--- src/rtl/core/ftr_pkg.sv ---
// Shared types and constants for the fan tach period-to-rate filter.
// No dependencies; imported by every module of the block.
`default_nettype none

package ftr_pkg;

   localparam int FAN_W   = 3;
   localparam int CAP_W   = 32;
   localparam int RATE_W  = 16;
   localparam int ACC_W   = 28;
   localparam int SHIFT_W = 4;
   localparam int CSR_IDX_W  = 1;
   localparam int CSR_DATA_W = 32;

   localparam logic [CAP_W-1:0]   WRAP_LIMIT       = 32'hFFFF_FFFF;
   localparam logic [RATE_W-1:0]  RATE_MAX         = 16'hFFFF;
   localparam logic [SHIFT_W-1:0] MAX_SHIFT        = 4'd12;
   localparam logic [CAP_W-1:0]   REF_CLOCK_RESET  = 32'd1_000_000;
   localparam logic [SHIFT_W-1:0] SHIFT_RESET      = 4'd4;

   typedef enum logic [CSR_IDX_W-1:0] {
      CSR_REF_CLOCK    = 1'b0,
      CSR_FILTER_SHIFT = 1'b1
   } csr_index_type;

   // write request from the sequencer into the per-fan store
   typedef struct packed {
      logic             edge_we;   // also marks the fan as seen
      logic             acc_we;    // also marks the filter as seeded
      logic [FAN_W-1:0] fan;
      logic [CAP_W-1:0] edge_val;
      logic [ACC_W-1:0] acc_val;
   } store_wr_type;

   // read view of one fan's state
   typedef struct packed {
      logic             seen;
      logic             seeded;
      logic [CAP_W-1:0] last_edge;
      logic [ACC_W-1:0] acc;
   } store_rd_type;

endpackage

`default_nettype wire

--- src/rtl/core/ftr_divider.sv ---
// Restoring divider, one quotient bit per cycle, 32 steps per divide.
// Depends on ftr_pkg for the operand width.
`default_nettype none

module ftr_divider
   import ftr_pkg::*;
(
   input  wire logic             clock,
   input  wire logic             reset,
   input  wire logic             start,
   input  wire logic [CAP_W-1:0] dividend,
   input  wire logic [CAP_W-1:0] divisor,
   output logic                  done,
   output logic [CAP_W-1:0]      quotient
);

   localparam int CNT_W = $clog2(CAP_W);

   logic [CAP_W-1:0] rem_ff,  rem_in;
   logic [CAP_W-1:0] quot_ff, quot_in;
   logic [CAP_W-1:0] div_ff,  div_in;
   logic [CNT_W-1:0] count_ff, count_in;
   logic             busy_ff, busy_in;
   logic             done_ff, done_in;

   logic [CAP_W:0]   rem_sh;
   logic [CAP_W:0]   diff;

   always_comb begin
      rem_sh   = {rem_ff, quot_ff[CAP_W-1]};
      diff     = rem_sh - {1'b0, div_ff};
      rem_in   = rem_ff;
      quot_in  = quot_ff;
      div_in   = div_ff;
      count_in = count_ff;
      busy_in  = busy_ff;
      done_in  = 1'b0;
      if (start) begin
         rem_in   = '0;
         quot_in  = dividend;
         div_in   = divisor;
         count_in = '0;
         busy_in  = 1'b1;
      end else if (busy_ff) begin
         if (!diff[CAP_W]) begin
            rem_in  = diff[CAP_W-1:0];
            quot_in = {quot_ff[CAP_W-2:0], 1'b1};
         end else begin
            rem_in  = rem_sh[CAP_W-1:0];
            quot_in = {quot_ff[CAP_W-2:0], 1'b0};
         end
         count_in = count_ff + 1'b1;
         if (count_ff == CNT_W'(CAP_W - 1)) begin
            busy_in = 1'b0;
            done_in = 1'b1;
         end
      end
   end

   always_ff @(posedge clock) begin
      if (reset) begin
         busy_ff  <= 1'b0;
         done_ff  <= 1'b0;
         count_ff <= '0;
      end else begin
         busy_ff  <= busy_in;
         done_ff  <= done_in;
         count_ff <= count_in;
      end
      rem_ff  <= rem_in;
      quot_ff <= quot_in;
      div_ff  <= div_in;
   end

   assign done     = done_ff;
   assign quotient = quot_ff;

endmodule

`default_nettype wire

--- src/rtl/core/ftr_chan_store.sv ---
// Per-fan state: last captured edge, filter accumulator and their valid bits.
// Depends on ftr_pkg for the store read/write structs.
`default_nettype none

module ftr_chan_store
   import ftr_pkg::*;
#(
   parameter int FAN_COUNT = 8
)
(
   input  wire logic             clock,
   input  wire logic             reset,
   input  wire store_wr_type     wr,
   input  wire logic [FAN_W-1:0] rd_fan,
   output store_rd_type          rd
);

   localparam int IDX_W = (FAN_COUNT > 1) ? $clog2(FAN_COUNT) : 1;
   localparam int EXT_W = IDX_W + FAN_W;

   logic [CAP_W-1:0]     edge_ff [FAN_COUNT];
   logic [ACC_W-1:0]     acc_ff  [FAN_COUNT];
   logic [FAN_COUNT-1:0] seen_ff,   seen_in;
   logic [FAN_COUNT-1:0] seeded_ff, seeded_in;

   logic [EXT_W-1:0] wr_ext, rd_ext;
   logic [IDX_W-1:0] wr_idx, rd_idx;

   always_comb begin
      wr_ext    = EXT_W'(wr.fan);
      rd_ext    = EXT_W'(rd_fan);
      wr_idx    = wr_ext[IDX_W-1:0];
      rd_idx    = rd_ext[IDX_W-1:0];
      seen_in   = seen_ff;
      seeded_in = seeded_ff;
      if (wr.edge_we) seen_in[wr_idx]   = 1'b1;
      if (wr.acc_we)  seeded_in[wr_idx] = 1'b1;
   end

   always_ff @(posedge clock) begin
      if (reset) begin
         seen_ff   <= '0;
         seeded_ff <= '0;
      end else begin
         seen_ff   <= seen_in;
         seeded_ff <= seeded_in;
      end
      if (wr.edge_we) edge_ff[wr_idx] <= wr.edge_val;
      if (wr.acc_we)  acc_ff[wr_idx]  <= wr.acc_val;
   end

   // entries are only consumed when their valid bit is set
   assign rd.seen      = seen_ff[rd_idx];
   assign rd.seeded    = seeded_ff[rd_idx];
   assign rd.last_edge = edge_ff[rd_idx];
   assign rd.acc       = acc_ff[rd_idx];

endmodule

`default_nettype wire

--- src/rtl/core/fan_tach_period_to_rate_filter.sv ---
// Top level: capture sequencer, period and filter arithmetic, result register.
// Depends on ftr_pkg, ftr_divider and ftr_chan_store.
//
//  channel | dir | handshake             | payload
//  req     | in  | req_tvalid/req_tready | tdata: fan_index, capture_value
//  rsp     | out | rsp_tvalid/rsp_tready | tdata: out_fan, filtered_rate;
//          |     |                       | tuser: stall_flag, saturate_flag
//  csr     | in  | csr_we                | csr_addr, csr_wdata
//
// A rate beat passes the check, divider (launch, 32 steps, done), filter and emit
// states, and the next capture is taken once emit is left. A first capture or
// unknown fan frees the input straight from check; a stall beat goes from check
// to emit and frees the input once emit is left. req_tready is high only while idle.
// The result register holds a beat until taken; a new capture is accepted
// meanwhile and waits in the final step if the register is still full.
// Reset is synchronous and clears all per-fan valid bits at once.
`default_nettype none

module fan_tach_period_to_rate_filter
   import ftr_pkg::*;
#(
   parameter int FAN_COUNT = 8
)
(
   input  wire logic                  clock,
   input  wire logic                  reset,
   input  wire logic                  req_tvalid,
   output logic                       req_tready,
   input  wire logic [39:0]           req_tdata,   // fan_index[2:0], capture_value[34:3]
   output logic                       rsp_tvalid,
   input  wire logic                  rsp_tready,
   output logic [23:0]                rsp_tdata,   // out_fan[2:0], filtered_rate[18:3]
   output logic [1:0]                 rsp_tuser,   // stall_flag[0], saturate_flag[1]
   input  wire logic                  csr_we,
   input  wire logic [CSR_IDX_W-1:0]  csr_addr,
   input  wire logic [CSR_DATA_W-1:0] csr_wdata
);

   localparam int CMP_W = FAN_W + 2;

   typedef enum logic [4:0] {
      S_IDLE  = 5'b00001,
      S_CHECK = 5'b00010,
      S_DIV   = 5'b00100,
      S_FILT  = 5'b01000,
      S_EMIT  = 5'b10000
   } state_type;

   state_type state_ff, state_in;

   logic [CAP_W-1:0]   ref_clk_ff, ref_clk_in;
   logic [SHIFT_W-1:0] shift_ff,   shift_in;

   logic [FAN_W-1:0]   fan_ff,    fan_in;
   logic [CAP_W-1:0]   cap_ff,    cap_in;
   logic [CAP_W-1:0]   period_ff, period_in;
   logic [RATE_W-1:0]  res_rate_ff,  res_rate_in;
   logic               res_stall_ff, res_stall_in;
   logic               res_sat_ff,   res_sat_in;

   logic               rsp_valid_ff, rsp_valid_in;
   logic [FAN_W-1:0]   rsp_fan_ff,   rsp_fan_in;
   logic [RATE_W-1:0]  rsp_rate_ff,  rsp_rate_in;
   logic               rsp_stall_ff, rsp_stall_in;
   logic               rsp_sat_ff,   rsp_sat_in;

   store_wr_type       st_wr;
   store_rd_type       st_rd;

   // divider launch, registered at the same edge as the period
   logic               div_go_ff, div_go_in;
   logic               div_done;
   logic [CAP_W-1:0]   div_quot;

   logic               req_fire;
   logic               fan_ok;
   logic               out_free;
   logic [RATE_W-1:0]  raw;
   logic               sat;
   logic [ACC_W-1:0]   acc_new;
   logic [ACC_W-1:0]   filt;

   ftr_chan_store #(
      .FAN_COUNT (FAN_COUNT)
   ) u_store (
      .clock  (clock),
      .reset  (reset),
      .wr     (st_wr),
      .rd_fan (fan_ff),
      .rd     (st_rd)
   );

   ftr_divider u_div (
      .clock    (clock),
      .reset    (reset),
      .start    (div_go_ff),
      .dividend (ref_clk_ff),
      .divisor  (period_ff),
      .done     (div_done),
      .quotient (div_quot)
   );

   // configuration; shift is clamped on write, which matches clamping on use
   always_comb begin
      ref_clk_in = ref_clk_ff;
      shift_in   = shift_ff;
      if (csr_we) begin
         case (csr_index_type'(csr_addr))
            CSR_REF_CLOCK:    ref_clk_in = csr_wdata[CAP_W-1:0];
            CSR_FILTER_SHIFT: shift_in = (csr_wdata[SHIFT_W-1:0] > MAX_SHIFT) ?
                                         MAX_SHIFT : csr_wdata[SHIFT_W-1:0];
            default:          ref_clk_in = ref_clk_ff;
         endcase
      end
   end

   // rate and filter arithmetic
   always_comb begin
      // a zero period only comes from the wrap of all-ones to zero
      if (period_ff == '0) begin
         raw = '0;
         sat = 1'b0;
      end else if (div_quot[CAP_W-1:RATE_W] != '0) begin
         raw = RATE_MAX;
         sat = 1'b1;
      end else begin
         raw = div_quot[RATE_W-1:0];
         sat = 1'b0;
      end
      if (!st_rd.seeded)
         acc_new = ACC_W'(raw) << shift_ff;
      else
         acc_new = st_rd.acc - (st_rd.acc >> shift_ff) + ACC_W'(raw);
      filt = acc_new >> shift_ff;
   end

   assign req_tready = (state_ff == S_IDLE);
   assign req_fire   = req_tvalid && req_tready;
   assign fan_ok     = CMP_W'(fan_ff) < CMP_W'(FAN_COUNT);
   assign out_free   = !rsp_valid_ff || rsp_tready;

   always_comb begin
      state_in     = state_ff;
      fan_in       = fan_ff;
      cap_in       = cap_ff;
      period_in    = period_ff;
      res_rate_in  = res_rate_ff;
      res_stall_in = res_stall_ff;
      res_sat_in   = res_sat_ff;
      rsp_valid_in = rsp_valid_ff && !rsp_tready;
      rsp_fan_in   = rsp_fan_ff;
      rsp_rate_in  = rsp_rate_ff;
      rsp_stall_in = rsp_stall_ff;
      rsp_sat_in   = rsp_sat_ff;
      st_wr        = '0;
      st_wr.fan      = fan_ff;
      st_wr.edge_val = cap_ff;
      st_wr.acc_val  = acc_new;

      case (state_ff)
         S_IDLE: begin
            if (req_fire) begin
               fan_in   = req_tdata[FAN_W-1:0];
               cap_in   = req_tdata[FAN_W+CAP_W-1:FAN_W];
               state_in = S_CHECK;
            end
         end
         S_CHECK: begin
            if (!fan_ok) begin
               state_in = S_IDLE;
            end else begin
               st_wr.edge_we = 1'b1;
               if (!st_rd.seen) begin
                  state_in = S_IDLE;
               end else if (cap_ff == st_rd.last_edge) begin
                  res_rate_in  = '0;
                  res_stall_in = 1'b1;
                  res_sat_in   = 1'b0;
                  state_in     = S_EMIT;
               end else begin
                  if (cap_ff > st_rd.last_edge)
                     period_in = cap_ff - st_rd.last_edge;
                  else
                     period_in = (WRAP_LIMIT - st_rd.last_edge) + cap_ff;
                  state_in = S_DIV;
               end
            end
         end
         S_DIV: begin
            // first cycle here launches the divide; period_ff is settled
            if (div_done)
               state_in = S_FILT;
         end
         S_FILT: begin
            st_wr.acc_we = 1'b1;
            res_rate_in  = (filt[ACC_W-1:RATE_W] != '0) ? RATE_MAX : filt[RATE_W-1:0];
            res_stall_in = 1'b0;
            res_sat_in   = sat;
            state_in     = S_EMIT;
         end
         S_EMIT: begin
            if (out_free) begin
               rsp_valid_in = 1'b1;
               rsp_fan_in   = fan_ff;
               rsp_rate_in  = res_rate_ff;
               rsp_stall_in = res_stall_ff;
               rsp_sat_in   = res_sat_ff;
               state_in     = S_IDLE;
            end
         end
         default: state_in = S_IDLE;
      endcase
   end

   assign div_go_in = (state_ff == S_CHECK) && (state_in == S_DIV);

   always_ff @(posedge clock) begin
      if (reset) begin
         state_ff     <= S_IDLE;
         rsp_valid_ff <= 1'b0;
         div_go_ff    <= 1'b0;
         ref_clk_ff   <= REF_CLOCK_RESET;
         shift_ff     <= SHIFT_RESET;
      end else begin
         state_ff     <= state_in;
         rsp_valid_ff <= rsp_valid_in;
         div_go_ff    <= div_go_in;
         ref_clk_ff   <= ref_clk_in;
         shift_ff     <= shift_in;
      end
      fan_ff       <= fan_in;
      cap_ff       <= cap_in;
      period_ff    <= period_in;
      res_rate_ff  <= res_rate_in;
      res_stall_ff <= res_stall_in;
      res_sat_ff   <= res_sat_in;
      rsp_fan_ff   <= rsp_fan_in;
      rsp_rate_ff  <= rsp_rate_in;
      rsp_stall_ff <= rsp_stall_in;
      rsp_sat_ff   <= rsp_sat_in;
   end

   assign rsp_tvalid = rsp_valid_ff;
   assign rsp_tdata  = {5'b0, rsp_rate_ff, rsp_fan_ff};
   assign rsp_tuser  = {rsp_sat_ff, rsp_stall_ff};

endmodule

`default_nettype wire
--- config.mk ---
export PLATFORM = sky130hd
export DESIGN_NAME = fan_tach_period_to_rate_filter
export DESIGN_NICKNAME = d
export VERILOG_FILES = /design/src/rtl/core/ftr_pkg.sv /design/src/rtl/core/ftr_divider.sv /design/src/rtl/core/ftr_chan_store.sv /design/src/rtl/core/fan_tach_period_to_rate_filter.sv
export SDC_FILE = /design/constraint.sdc
export NUM_CORES = 1
export LEC_CHECK = 0
export ABC_AREA = 1
export BUFFER_PORTS_ARGS = -buffer_cell sky130_fd_sc_hd__buf_2
export CAP_MARGIN = 20
export CORE_MARGIN = 8
export CORE_UTILIZATION = 43
export DETAILED_ROUTE_END_ITERATION = 12
export GPL_ROUTABILITY_DRIVEN = 0
export GPL_TIMING_DRIVEN = 0
export HOLD_SLACK_MARGIN = 0.02
export PLACE_DENSITY = 0.66
export SYNTH_ARGS = -nofsm -noshare
export SYNTH_HDL_FRONTEND = slang
export SYNTH_HIERARCHICAL = 1
export SYNTH_SLANG_ARGS = --single-unit
--- constraint.sdc ---
create_clock -name clock -period 5.7 [get_ports clock]
set_input_delay 0.285 -clock clock [delete_from_list [all_inputs] [get_ports clock]]
set_output_delay 0.285 -clock clock [all_outputs]
set_load 0.005 [all_outputs]
==> impl_results.rst <==
.. list-table::
   :header-rows: 1

   * - Metric
     - Value
   * - Via density per instance
     - 5.10
   * - Area growth, synth to finish
     - 20.0%
   * - H-tree depth
     - 3
   * - Number of detailed-routing iterations run before antenna repair
     - 7
   * - Synthesized cell area
     - 42700 µm²
   * - Antenna violations before repair
     - 1
   * - Synth area leaders
     - edfxtp_1 46%, nand2_1 15%, inv_1 8.5%
   * - Fraction of registers with async set or reset after synthesis
     - 0
   * - Detailed Route Iter0 Violations
     - 3402
   * - Portion of the clock cycle consumed by the worst path in the final layout
     - 0.985
   * - Predominant post-synthesis flop cell
     - edfxtp_1
   * - Clk_lat worst skew
     - 680 ps
   * - DP Wirelength
     - 87900 µm
   * - Leakage component of the power
     - 23.8 nW
   * - Cell mode on critical path
     - nand2_2
   * - Total DRC errors in the routed layout
     - 0
   * - Die Y
     - 331 µm
   * - Number of buffer cells added on primary ports
     - 95
   * - Average footprint of a synthesized cell
     - 8.15 µm²
   * - Core outline area
     - 98400 µm²
   * - Type of the worst setup path
     - reg2reg
   * - Cell type of the slowest stage on the worst timing path
     - edfxtp_1
   * - Aggregate negative setup slack
     - 0 ps
   * - Setup-failing EPs final
     - 0
   * - Critical path required time
     - 6120 ps
   * - Total area of multi-input combinational cells
     - 17800 µm²
   * - Number of cells in the finished layout apart from fillers
     - 6955
   * - GRT Overall Usage
     - 0.214
   * - Seq cells post-synth
     - 748
   * - Placed Cells incl. Taps
     - 6644
   * - Sequential area share after synthesis
     - 0.503
   * - Maximum single-stage delay on the critical path
     - 450 ps
   * - Area used by sequential logic in the layout
     - 21500 µm²
   * - Total of fill cells in the finished design
     - 8943
   * - Cell type contributing the most total cell area after synthesis
     - edfxtp_1
   * - Synthesized instance count
     - 5241
   * - Final Routed Wirelength
     - 123000 µm
   * - Row count
     - 115
   * - Root cell of the clock tree
     - clkbuf_16
   * - Deepest clock path buffer count
     - 3
   * - Area share of the largest cell type after synthesis
     - 0.457
   * - Count of endpoints failing hold in the final timing report
     - 0
   * - Register-to-Register Setup Slack
     - 90 ps
   * - Setup repair after global routing missed its margin
     - yes
   * - Count of different cell masters after synthesis
     - 65
   * - Arrival time of the worst setup path
     - 6030 ps
   * - Leading post-synthesis cells by instance count
     - 1727 x nand2_1, 970 x inv_1, 650 x edfxtp_1, 513 x nand3_1, 226 x nor2_1
   * - Overflow after GRT
     - 0
   * - Power density of the placed cells
     - 320 nW/µm²
   * - Synthesis warning total
     - 6
   * - Min cycle time layout
     - 5610 ps
   * - Setup clock skew after layout
     - 39.9 ps
   * - Wirelength per Cell
     - 17.7 µm
   * - Dominant cell by count in the synthesized netlist
     - nand2_1
   * - Number of global-route vias before repair
     - 33200
   * - Total power draw
     - 16.4 mW
   * - Inserted Clock Buffers
     - 84
   * - Largest net degree at the start of global routing
     - 33
   * - Worst supply voltage drop on vdd
     - 0.000247 V
   * - Overall die area
     - 110000 µm²
   * - Slew HR
     - 0.355
   * - Nets
     - 5803
   * - Final Slew Violations
     - 0
   * - Worst Hold Margin
     - 77.0 ps
   * - Ports
     - 106
   * - Min-Delay Path Class
     - in2reg
   * - Starting utilization of the core area
     - 0.434
   * - Count of antenna-violating nets left after detailed routing
     - 0
   * - Clock Pin Slew Worst Setup and Hold Paths
     - 60 ps
   * - Count of flip-flops with a built-in enable after synthesis
     - 650
   * - Result of the run
     - finished clean
   * - Share of post-route cells with drive strength above 1
     - 0.172
   * - Category of the worst setup path capture point
     - flip-flop
   * - Maximum clock frequency
     - 178 MHz
   * - TritonCTS clock tree
     - yes
   * - Worst-margin pin slew
     - 959 ps
   * - Horizontal extent of the die
     - 331 µm
   * - Vias after detailed routing
     - 35500
   * - Clock sink count
     - 748
   * - Wire length of the first global-routing pass
     - 184000 µm
   * - Critical path peak fanout
     - 6
   * - Kind of start point of the critical path
     - flip-flop
   * - Max-cap check violation count
     - 0
==> sequential cells by signal (all words and copies together), names as in the netlist, 3 cells and up <==
register           cells
cap_ff                32
fan_ff                 3
period_ff             32
ref_clk_ff            32
res_rate_ff           16
rsp_fan_ff             3
rsp_rate_ff           16
shift_ff               4
state_ff               5
u_div/count_ff         5
u_div/div_ff          32
u_div/quotient        32
u_div/rem_ff          32
u_store/acc_ff       224
u_store/edge_ff      256
u_store/seeded_ff      8
u_store/seen_ff        8
==> metal layers <==
layer  vias up  global-route usage  part of all wire
met3       297              0.0367             0.079
met1     16400               0.284              0.42
met2      1420               0.348              0.46
li1      17400                   -                 -
met5         -                   0                 0
met4         0              0.0843             0.038
==> logic make-up (layout without fill, tap and decap cells) <==
group | count (synthesis) | count (layout) | synth area share
other | 1 | 6 | 0.0000878
AND/OR/NAND/NOR | 2727 | 2727 | 0.277
XOR/XNOR | 57 | 57 | 0.0117
buffers and inverters | 1191 | 1613 | 0.117
AO/OA/AOI/OAI | 379 | 379 | 0.0483
adder cells (fa/ha/maj) | 125 | 125 | 0.0400
flip-flops | 748 | 748 | 0.503
multiplexers | 13 | 13 | 0.00316
==> cell type report <==
type / instances / area share
sequential: 748 / 0.419
multi-input combinational: 3306 / 0.348
inverter: 982 / 0.0727
timing repair buffer: 272 / 0.0471
clock buffer: 111 / 0.0436
tap: 1287 / 0.0314
buffer: 206 / 0.0310
clock inverter: 42 / 0.00672
antenna: 1 / 0.0000488
==> layout by cell type, fill, tap and decap left out, types with 23 or more instances in the layout <==
cell type      instances
a21oi_1              129
buf_2                139
buf_4                116
buf_6                 29
clkbuf_1              64
clkbuf_16             90
dfxtp_1               98
dlygate4sd3_1         70
edfxtp_1             650
ha_1                  86
inv_1                938
inv_2                 36
nand2_1             1629
nand2_2              165
nand3_1              462
nand3_2               77
nand3_4               25
nand4_1               42
nor2_1               208
nor3_1                25
o21ai_0               94
o21ai_1               28
o21ai_2               41
xnor2_1               23
xor2_1                34
==> worst paths after layout <==
path,startpoint,end,depth (start not counted)
max,fan_ff[0],res_rate_ff[13],42
min,req_tvalid,state_ff[1],5
max reg2reg,fan_ff[0],res_rate_ff[13],42
min reg2reg,res_rate_ff[11],rsp_rate_ff[11],0
==> repair_timing <==
action,in CTS,in global routing
gates cloned,2,6
endpoints found under the hold margin,72,0
hold buffers,70,0
pin swaps,30,128
endpoints found under the setup margin,112,18
setup buffers,24,58
resized for setup,234,331
==> metrics by stage <==
| step | area (µm²) | utilization | setup slack, ps |
|---|---|---|---|
| floorplan | 42700 | - | 734 |
| global placement | 44800 | 0.455 | -1060 |
| detailed placement | 45200 | 0.460 | -1050 |
| CTS | 49400 | 0.502 | 6.38 |
| global route | 51200 | 0.521 | -179 |
| finish | 51200 | 0.521 | 85.7 |
==> worst max-delay path: cells and delay by family, from the launching register on <==
| kind | cells | cell delay (ps) |
|---|---|---|
| mux | 1 | 200 |
| simple gates | 21 | 1880 |
| compound gates | 6 | 900 |
| fa+ha+maj | 3 | 820 |
| flops | 1 | 450 |
| buf+inv | 11 | 1110 |
==> power breakdown <==
group | leakage, nW | internal [mW] | switching, mW | total, mW
combinational | 15.9 | 1.77 | 3.21 | 4.98
clock | 1.24 | 2.87 | 2.22 | 5.09
sequential | 6.63 | 6.23 | 0.0884 | 6.32
No activity file was read; power rests on OpenSTA's default activity.
